<file path="src/rtl/had_pkg.sv">
`timescale 1ns / 1ps
// ---------------------------------------------------------------------------
// had_pkg
// Shared types, constants and the arctangent table for the heading block.
// ---------------------------------------------------------------------------
package had_pkg;

	localparam int ANGLE_GUARD = 40;
	localparam int NORM_MSB    = 45;
	localparam int DP_W        = 50;
	localparam int Z_W         = 49;
	localparam int ROM_SIZE    = 32;
	localparam int ROM_IDX_W   = 5;
	localparam int NORM_STEPS  = 6;
	localparam int NORM_STEP_W = 3;
	localparam int SHAMT_W     = 7;
	localparam int HEADING_W   = 16;

	localparam logic [1:0] SPEC_NONE   = 2'd0;
	localparam logic [1:0] SPEC_ZERO   = 2'd1;
	localparam logic [1:0] SPEC_NINETY = 2'd2;

	localparam logic [Z_W-1:0] NINETY_DEG = Z_W'(90)  << ANGLE_GUARD;
	localparam logic [Z_W-1:0] HALF_TURN  = Z_W'(180) << ANGLE_GUARD;
	localparam logic [Z_W-1:0] FULL_TURN  = Z_W'(360) << ANGLE_GUARD;

	typedef logic signed [DP_W-1:0]          dp_t;
	typedef logic signed [Z_W-1:0]           ang_t;
	typedef logic [ROM_SIZE-1:0][Z_W-1:0]    rom_t;

	typedef struct packed {
		logic                 load;
		logic                 norm;
		logic                 rot;
		logic [ROM_IDX_W-1:0] idx;
	} had_cmd_t;

	localparam logic [63:0] Q60_ONE = 64'd1 << 60;

	// quotient by shift and subtract, table construction only
	function automatic logic [63:0] udiv64(input logic [63:0] num, input logic [63:0] den);
		logic [63:0] q;
		logic [64:0] r;
		q = '0;
		r = '0;
		for (int b = 63; b >= 0; b--) begin
			r = {r[63:0], num[b]};
			q = q << 1;
			if (r >= {1'b0, den}) begin
				r = r - {1'b0, den};
				q = q | 64'd1;
			end
		end
		return q;
	endfunction

	// atan(2^-sh) in radians, Q60, alternating series
	function automatic logic [63:0] atan_pow2_q60(input int sh);
		logic [63:0] t;
		logic [63:0] pos;
		logic [63:0] neg;
		logic [63:0] k;
		logic        add;
		t   = Q60_ONE >> sh;
		pos = '0;
		neg = '0;
		k   = 64'd1;
		add = 1'b1;
		while (t != 0) begin
			if (add) begin
				pos = pos + udiv64(t, k);
			end else begin
				neg = neg + udiv64(t, k);
			end
			add = !add;
			k   = k + 64'd2;
			t   = t >> (2 * sh);
		end
		return pos - neg;
	endfunction

	// pi/4 in Q60 from 4*atan(1/5) - atan(1/239)
	function automatic logic [63:0] quarter_pi_q60();
		logic [63:0] t;
		logic [63:0] pos;
		logic [63:0] neg;
		logic [63:0] k;
		logic [63:0] a5;
		logic [63:0] a239;
		logic        add;
		t   = Q60_ONE / 5;
		pos = '0;
		neg = '0;
		k   = 64'd1;
		add = 1'b1;
		while (t != 0) begin
			if (add) begin
				pos = pos + udiv64(t, k);
			end else begin
				neg = neg + udiv64(t, k);
			end
			add = !add;
			k   = k + 64'd2;
			t   = t / 25;
		end
		a5  = pos - neg;
		t   = Q60_ONE / 239;
		pos = '0;
		neg = '0;
		k   = 64'd1;
		add = 1'b1;
		while (t != 0) begin
			if (add) begin
				pos = pos + udiv64(t, k);
			end else begin
				neg = neg + udiv64(t, k);
			end
			add = !add;
			k   = k + 64'd2;
			t   = t / 57121;
		end
		a239 = pos - neg;
		return 64'd4 * a5 - a239;
	endfunction

	// atan(2^-i) in degrees, ANGLE_GUARD fraction bits, truncated
	function automatic rom_t build_rom();
		rom_t        rom;
		logic [63:0] qp;
		logic [63:0] r;
		logic [63:0] q;
		qp     = quarter_pi_q60();
		rom[0] = Z_W'(45) << ANGLE_GUARD;
		for (int i = 1; i < ROM_SIZE; i++) begin
			r = atan_pow2_q60(i);
			q = '0;
			for (int b = 0; b < ANGLE_GUARD; b++) begin
				r = r << 1;
				q = q << 1;
				if (r >= qp) begin
					r = r - qp;
					q = q | 64'd1;
				end
			end
			q      = q * 64'd45;
			rom[i] = q[Z_W-1:0];
		end
		return rom;
	endfunction

	localparam rom_t ATAN_ROM = build_rom();

endpackage

</file>
<file path="src/rtl/had_cordic_unit.sv">
`timescale 1ns / 1ps
// ---------------------------------------------------------------------------
// had_cordic_unit
// Shared x/y/z datapath: operand load, normalizing shift steps, and one
// CORDIC vectoring step per cycle against the arctangent table.
// ---------------------------------------------------------------------------
module had_cordic_unit import had_pkg::*; #(
	parameter int MAG_W = 17
) (
	input  logic             clk,
	input  logic             arst_n,
	input  had_cmd_t         cmd,
	input  logic [MAG_W-1:0] load_x,
	input  logic [MAG_W-1:0] load_y,
	output ang_t             z
);

	dp_t                x_q;
	dp_t                y_q;
	ang_t               z_q;
	logic [SHAMT_W-1:0] shamt;
	logic [SHAMT_W-1:0] thr;
	logic               do_shift;
	dp_t                xs;
	dp_t                ys;
	ang_t               rom_val;

	always_comb begin
		shamt    = SHAMT_W'(32) >> cmd.idx[NORM_STEP_W-1:0];
		thr      = SHAMT_W'(NORM_MSB + 1) - shamt;
		do_shift = ((x_q | y_q) >> thr) == '0;
		xs       = x_q >>> cmd.idx;
		ys       = y_q >>> cmd.idx;
		rom_val  = $signed(ATAN_ROM[cmd.idx]);
	end

	always_ff @(posedge clk or negedge arst_n) begin
		if (!arst_n) begin
			x_q <= '0;
			y_q <= '0;
			z_q <= '0;
		end else if (cmd.load) begin
			x_q <= dp_t'({{(DP_W - MAG_W){1'b0}}, load_x});
			y_q <= dp_t'({{(DP_W - MAG_W){1'b0}}, load_y});
			z_q <= '0;
		end else if (cmd.norm) begin
			if (do_shift) begin
				x_q <= x_q << shamt;
				y_q <= y_q << shamt;
			end
		end else if (cmd.rot) begin
			if (!y_q[DP_W-1]) begin
				x_q <= x_q + ys;
				y_q <= y_q - xs;
				z_q <= z_q + rom_val;
			end else begin
				x_q <= x_q - ys;
				y_q <= y_q + xs;
				z_q <= z_q - rom_val;
			end
		end
	end

	assign z = z_q;

endmodule

</file>
<file path="src/rtl/had_post.sv">
`timescale 1ns / 1ps
// ---------------------------------------------------------------------------
// had_post
// Clamps the folded angle, places it in its quadrant, then rounds to the
// output fraction and wraps a full turn to zero.
// ---------------------------------------------------------------------------
module had_post import had_pkg::*; #(
	parameter int ANGLE_FRAC_BITS = 7
) (
	input  logic                 clk,
	input  logic                 arst_n,
	input  logic                 capture,
	input  ang_t                 z,
	input  logic [1:0]           spec,
	input  logic                 dx_neg,
	input  logic                 dy_neg,
	output logic [HEADING_W-1:0] heading
);

	localparam int RND_SH = ANGLE_GUARD - ANGLE_FRAC_BITS;
	localparam logic [DP_W-1:0] HALF_LSB = DP_W'(1) << (RND_SH - 1);
	localparam logic [DP_W-1:0] TURN = DP_W'(360) << ANGLE_FRAC_BITS;

	logic [Z_W-1:0]  zc;
	logic [Z_W-1:0]  full;
	logic [Z_W-1:0]  full_q;
	logic [DP_W-1:0] res;
	logic [DP_W-1:0] res_w;

	always_comb begin
		case (spec)
			SPEC_ZERO:   zc = '0;
			SPEC_NINETY: zc = NINETY_DEG;
			default: begin
				if (z[Z_W-1]) begin
					zc = '0;
				end else if (z > $signed(NINETY_DEG)) begin
					zc = NINETY_DEG;
				end else begin
					zc = z;
				end
			end
		endcase
		if (!dy_neg) begin
			full = dx_neg ? HALF_TURN - zc : zc;
		end else begin
			full = dx_neg ? HALF_TURN + zc : FULL_TURN - zc;
		end
	end

	always_ff @(posedge clk or negedge arst_n) begin
		if (!arst_n) begin
			full_q <= '0;
		end else if (capture) begin
			full_q <= full;
		end
	end

	always_comb begin
		res     = (DP_W'(full_q) + HALF_LSB) >> RND_SH;
		res_w   = (res >= TURN) ? res - TURN : res;
		heading = res_w[HEADING_W-1:0];
	end

endmodule

</file>
<file path="src/rtl/heading_angle_degrees.sv">
`timescale 1ns / 1ps
// ---------------------------------------------------------------------------
// heading_angle_degrees
// Heading of the vector between two points, degrees CCW from +x.
// ---------------------------------------------------------------------------
// Takes two points and returns the direction from the first to the second
// as an unsigned angle in [0,360) degrees with ANGLE_FRAC_BITS fraction bits;
// coincident points give 0. The difference vector is folded into the first
// quadrant, normalized by six binary shift steps, and measured by CORDIC
// vectoring, one iteration per cycle on a single shared shift/add unit. A
// vector that lies on an axis skips the shift steps and the iterations. The
// input is ready again the cycle after the result is written, and it is not
// ready while an item is in work; the result sits in an output register, so
// the next beat can be accepted while it waits.
// ---------------------------------------------------------------------------
module heading_angle_degrees import had_pkg::*; #(
	parameter int COORD_WIDTH     = 16,
	parameter int ANGLE_FRAC_BITS = 7,
	parameter int ITERATIONS      = 16
) (
	input  logic                          clk,
	input  logic                          arst_n,
	input  logic                          item_valid,
	output logic                          item_ready,
	input  logic signed [COORD_WIDTH-1:0] first_x,
	input  logic signed [COORD_WIDTH-1:0] first_y,
	input  logic signed [COORD_WIDTH-1:0] second_x,
	input  logic signed [COORD_WIDTH-1:0] second_y,
	output logic                          heading_valid,
	input  logic                          heading_ready,
	output logic [HEADING_W-1:0]          heading
);

	localparam int DIFF_W = COORD_WIDTH + 1;

	localparam logic [2:0] ST_IDLE  = 3'd0;
	localparam logic [2:0] ST_NORM  = 3'd1;
	localparam logic [2:0] ST_ROT   = 3'd2;
	localparam logic [2:0] ST_POST1 = 3'd3;
	localparam logic [2:0] ST_POST2 = 3'd4;

	localparam logic [ROM_IDX_W-1:0] NORM_LAST = ROM_IDX_W'(NORM_STEPS - 1);
	localparam logic [ROM_IDX_W-1:0] ROT_LAST  = ROM_IDX_W'(ITERATIONS - 1);

	logic [2:0]              state_q;
	logic [ROM_IDX_W-1:0]    step_q;
	logic [1:0]              spec_q;
	logic                    dx_neg_q;
	logic                    dy_neg_q;
	logic                    heading_valid_q;
	logic [HEADING_W-1:0]    heading_q;

	logic signed [DIFF_W-1:0] dx;
	logic signed [DIFF_W-1:0] dy;
	logic [DIFF_W-1:0]        ax;
	logic [DIFF_W-1:0]        ay;
	logic [1:0]               spec;
	logic                     accept;
	logic                     out_write;
	had_cmd_t                 cmd;
	ang_t                     z;
	logic [HEADING_W-1:0]     heading_new;

	always_comb begin
		dx     = DIFF_W'(second_x) - DIFF_W'(first_x);
		dy     = DIFF_W'(second_y) - DIFF_W'(first_y);
		ax     = dx[DIFF_W-1] ? DIFF_W'(-dx) : DIFF_W'(dx);
		ay     = dy[DIFF_W-1] ? DIFF_W'(-dy) : DIFF_W'(dy);
		if (ay == '0) begin
			spec = SPEC_ZERO;
		end else if (ax == '0) begin
			spec = SPEC_NINETY;
		end else begin
			spec = SPEC_NONE;
		end
		accept    = item_valid && item_ready;
		out_write = (state_q == ST_POST2) && (!heading_valid_q || heading_ready);
		cmd.load  = accept;
		cmd.norm  = (state_q == ST_NORM);
		cmd.rot   = (state_q == ST_ROT);
		cmd.idx   = step_q;
	end

	assign item_ready = (state_q == ST_IDLE);

	always_ff @(posedge clk or negedge arst_n) begin
		if (!arst_n) begin
			state_q  <= ST_IDLE;
			step_q   <= '0;
			spec_q   <= SPEC_NONE;
			dx_neg_q <= 1'b0;
			dy_neg_q <= 1'b0;
		end else begin
			case (state_q)
				ST_IDLE: begin
					if (accept) begin
						spec_q   <= spec;
						dx_neg_q <= dx[DIFF_W-1];
						dy_neg_q <= dy[DIFF_W-1];
						step_q   <= '0;
						state_q  <= (spec == SPEC_NONE) ? ST_NORM : ST_POST1;
					end
				end
				ST_NORM: begin
					if (step_q == NORM_LAST) begin
						step_q  <= '0;
						state_q <= ST_ROT;
					end else begin
						step_q <= step_q + 1'b1;
					end
				end
				ST_ROT: begin
					if (step_q == ROT_LAST) begin
						step_q  <= '0;
						state_q <= ST_POST1;
					end else begin
						step_q <= step_q + 1'b1;
					end
				end
				ST_POST1: begin
					state_q <= ST_POST2;
				end
				ST_POST2: begin
					if (out_write) begin
						state_q <= ST_IDLE;
					end
				end
				default: begin
					state_q <= ST_IDLE;
				end
			endcase
		end
	end

	always_ff @(posedge clk or negedge arst_n) begin
		if (!arst_n) begin
			heading_valid_q <= 1'b0;
			heading_q       <= '0;
		end else if (out_write) begin
			heading_valid_q <= 1'b1;
			heading_q       <= heading_new;
		end else if (heading_ready) begin
			heading_valid_q <= 1'b0;
		end
	end

	had_cordic_unit #(
		.MAG_W(DIFF_W)
	) u_cordic (
		.clk   (clk),
		.arst_n(arst_n),
		.cmd   (cmd),
		.load_x(ax),
		.load_y(ay),
		.z     (z)
	);

	had_post #(
		.ANGLE_FRAC_BITS(ANGLE_FRAC_BITS)
	) u_post (
		.clk    (clk),
		.arst_n (arst_n),
		.capture(state_q == ST_POST1),
		.z      (z),
		.spec   (spec_q),
		.dx_neg (dx_neg_q),
		.dy_neg (dy_neg_q),
		.heading(heading_new)
	);

	assign heading_valid = heading_valid_q;
	assign heading       = heading_q;

endmodule
</file>
<file path="config.mk">
export PLATFORM = sky130hd
export DESIGN_NAME = heading_angle_degrees
export DESIGN_NICKNAME = d
export VERILOG_FILES = /design/src/rtl/had_pkg.sv /design/src/rtl/had_cordic_unit.sv /design/src/rtl/had_post.sv /design/src/rtl/heading_angle_degrees.sv
export SDC_FILE = /design/constraint.sdc
export NUM_CORES = 2
export LEC_CHECK = 0
export BUFFER_PORTS_ARGS = -buffer_cell sky130_fd_sc_hd__buf_4
export CAP_MARGIN = 15
export CORE_AREA = 5 5 485 248
export CTS_BUF_LIST = sky130_fd_sc_hd__clkbuf_16
export CTS_CLUSTER_DIAMETER = 150
export DETAILED_ROUTE_END_ITERATION = 12
export DIE_AREA = 0 0 490 253
export GPL_TIMING_DRIVEN = 0
export PLACE_DENSITY = 0.6
export SYNTH_ARGS = -nofsm -noshare
export SYNTH_HDL_FRONTEND = slang
export SYNTH_SLANG_ARGS = --single-unit
</file>
<file path="constraint.sdc">
create_clock -name clk -period 9.5 [get_ports clk]
set_input_delay 0.95 -clock clk [delete_from_list [all_inputs] [get_ports clk]]
set_output_delay 0.95 -clock clk [all_outputs]
set_load 0.005 [all_outputs]
</file>
==> results_dict.tcl <==
set metrics [dict create \
    worstPathArrival_ns 10.53 \
    finalMaxSlewViolations 1 \
    syn-num-nets 5356 \
    grt_use_met3_pct 45.4 \
    synth_flop_cell "dfrtp_1" \
    synthTopCellsByArea "dfrtp_1, mux2i_1, ha_1, mux4_2, a21oi_1" \
    yosys.area_share.adder_pct 7.12 \
    cp-start-kind "flop" \
    r2r_slack_ns -0.53 \
    root_buffer "clkbuf_16" \
    slew-limit-headroom_pct -9.78 \
    yosysSeqAreaShare_pct 12.5 \
    port_buffers 85 \
    outcome "complete, but fails checks" \
    antenna_found_initial 32 \
    grt_pass1_vias 43500 \
    placed_cells 6782 \
    crit_required_ns 10.00 \
    dr.pass1.iters 12 \
    worstSkewPairLatency_ns 0.60 \
    wl_per_cell_microns 48.4 \
    die_h_microns 253 \
    hold_ws_ns 0.237 \
    rows 89 \
    met1_usage_pct 71.7 \
    worst_slack_ns -0.532 \
    die_w_microns 490 \
    path_class "flop to flop" \
    synth-async-reset-ratio_pct 100 \
    die-area_sq_um 124000 \
    period_share_pct 106 \
    ant_nets 0 \
    ioPinCount 86 \
    nFillCells 12200 \
    synth-edff-count 0 \
    hold_path_class "input port to asynchronous set/reset pin" \
    layout_commonest_cell "nand2_1" \
    violations "capacitance limit, slew limit, setup timing" \
    synthCells 5069 \
    fmax_mhz 99.7 \
    finClkSkew_ns 0.0419 \
    met2_usage_pct 50.5 \
    synth-compound-area-share_pct 28.8 \
    rsz0062_at_grt "true" \
    period_minus_slack_ns 10.03 \
    cp-startpoint "step_q[2]" \
    final-setup-viol-count 69 \
    ff2ff_path_depth 24 \
    cap_violations 1 \
    seq_area_sq_um 4880 \
    wl_microns 333000 \
    clock_path_buffers 2 \
    synth.top_cell.area_share_pct 12.5 \
    numClockSinks 195 \
    cts_max_level 4 \
    ys_types 105 \
    finalHoldViolCount 0 \
    postSynthAreaPerCell_sq_um 7.69 \
    layout_common_cells "nand2_1, mux2i_1, a21oi_1, nor2_1, o21ai_0" \
    crit_fanout 20 \
    initial_core_util_pct 33.6 \
    critPathCaptureType "flop" \
    synth_top_family_by_area "compound AO/OA/AOI/OAI gates" \
    drt-initial-drc-count 10700 \
    area_growth_pct 13.8 \
    grt_pass1_wl_microns 426000 \
    synthMuxAreaShare_pct 20.0 \
    rr_startpoint "step_q[2]" \
    ys_ff_latch 195 \
    utilization_pct 38.2 \
    track_usage_pct 51.0 \
    worst_pin_slew_ns 1.65 \
    via_per_inst 7.55 \
    cts_buffers 17 \
    layoutNonFillerInstCount 6888 \
    via_count 52000 \
    synth_simple_gate_area_share_pct 18.0 \
    cts_tree "yes" \
    yosys.area.top_type "dfrtp_1" \
    grt_max_degree 98 \
    coreArea_sq_um 116000 \
    multiInputGateArea_sq_um 32200 \
    drc_errors 0 \
    cts_hold_buf 0 \
    drive_above_1_share_pct 12.5 \
    path_clk_slew_ns 0.10 \
    overflow 0 \
    grt_most_used_layer "met1" \
    fin_nets 5568 \
    finalWeightedCongestion 1.30 \
    synth-xor-area-share_pct 7.60 \
    ys_warn_count 0 \
    dpl.hpwl_microns 276000 \
    fin_tns_setup_ns -12.63 \
    synth_area_sq_um 39000 \
]
==> critical path, cell delays in order (launching register included) <==
cell	delay, ns
dfrtp_2	0.61
clkbuf_2	0.42
inv_1	0.20
clkbuf_4	0.42
clkbuf_4	0.43
clkbuf_2	0.50
clkbuf_1	0.45
clkbuf_2	0.44
buf_16	0.30
ha_2	0.66
inv_2	0.25
xnor2_1	0.68
clkbuf_2	0.52
mux2i_1	0.25
a22oi_1	0.14
a211oi_1	0.51
o21ai_0	0.17
a2111oi_0	0.55
nor4_2	0.09
buf_4	0.21
buf_4	0.15
buf_4	0.14
nor2_2	0.78
clkbuf_2	0.70
a22o_1	0.25
==> cells by family after synthesis <==
family / Yosys count
muxes: 623
adders and majority gates: 219
buffers and inverters: 556
xor gates and xnor gates: 337
AOI/OAI and AO/OA: 1701
and+or+nand+nor: 1438
DFF: 195
==> stage by stage <==
step,setup WS (ns),cell area (sq um)
final,-0.532,44400
after global routing,-0.127,44300
after CTS,0.0300,43700
after detailed placement,-2.46,42900
after global placement,-4.80,41600
after floorplan,2.17,39000
==> worst paths after layout <==
| path | to |
|---|---|
| setup / recovery | u_cordic.x_q[41] |
| hold / removal | u_cordic.x_q[46] |
| setup reg to reg | u_cordic.x_q[41] |
| hold reg to reg | heading[13] |
| max in group asynchronous | heading[12] |
| min in group clk | heading[13] |
==> flip-flops by register name, indices dropped and copies added (netlist names) <==
signal,count
u_cordic.x_q,50
spec_q,2
dy_neg_q,1
u_cordic.y_q,50
state_q,3
u_post.full_q,17
u_cordic.z,49
heading_valid,1
dx_neg_q,1
heading,16
step_q,5
==> area by class of cell <==
type,count,area share (%)
multi-input combinational,4318,72.5
sequential,195,11.0
timing repair buffer,198,5.15
tap,1547,4.36
buffer,426,4.35
inverter,125,1.06
clock buffer,17,0.959
clock inverter,15,0.412
antenna,47,0.265
==> cells in the mapped netlist, drive strengths merged (116+ instances only) <==
cell,count
a21o,121
a21oi,391
xor2,132
mux4,116
ha,214
inv,123
xnor2,204
nand2,434
dfrtp,195
nor2,390
buf,135
clkbuf,296
mux2i,411
a211oi,117
o21ai,372
==> per-layer routing <==
metal / vias up / share of wire, %
met4: 81 / 3.0
met1: 26100 / 44
met3: 614 / 22
li1: 19700 / -
met5: - / 1.3
met2: 5573 / 29
==> repair_timing <==
action | CTS | global route
resized for setup | 62 | 70
setup endpoints to repair | 132 | 91
gates cloned | 0 | 0
pin swaps | 4 | 3
setup buffers | 7 | 5
Power is left out: the tool's default activity adds up to more than one toggle a clock period on the data nets, which glitch-free logic cannot reach.
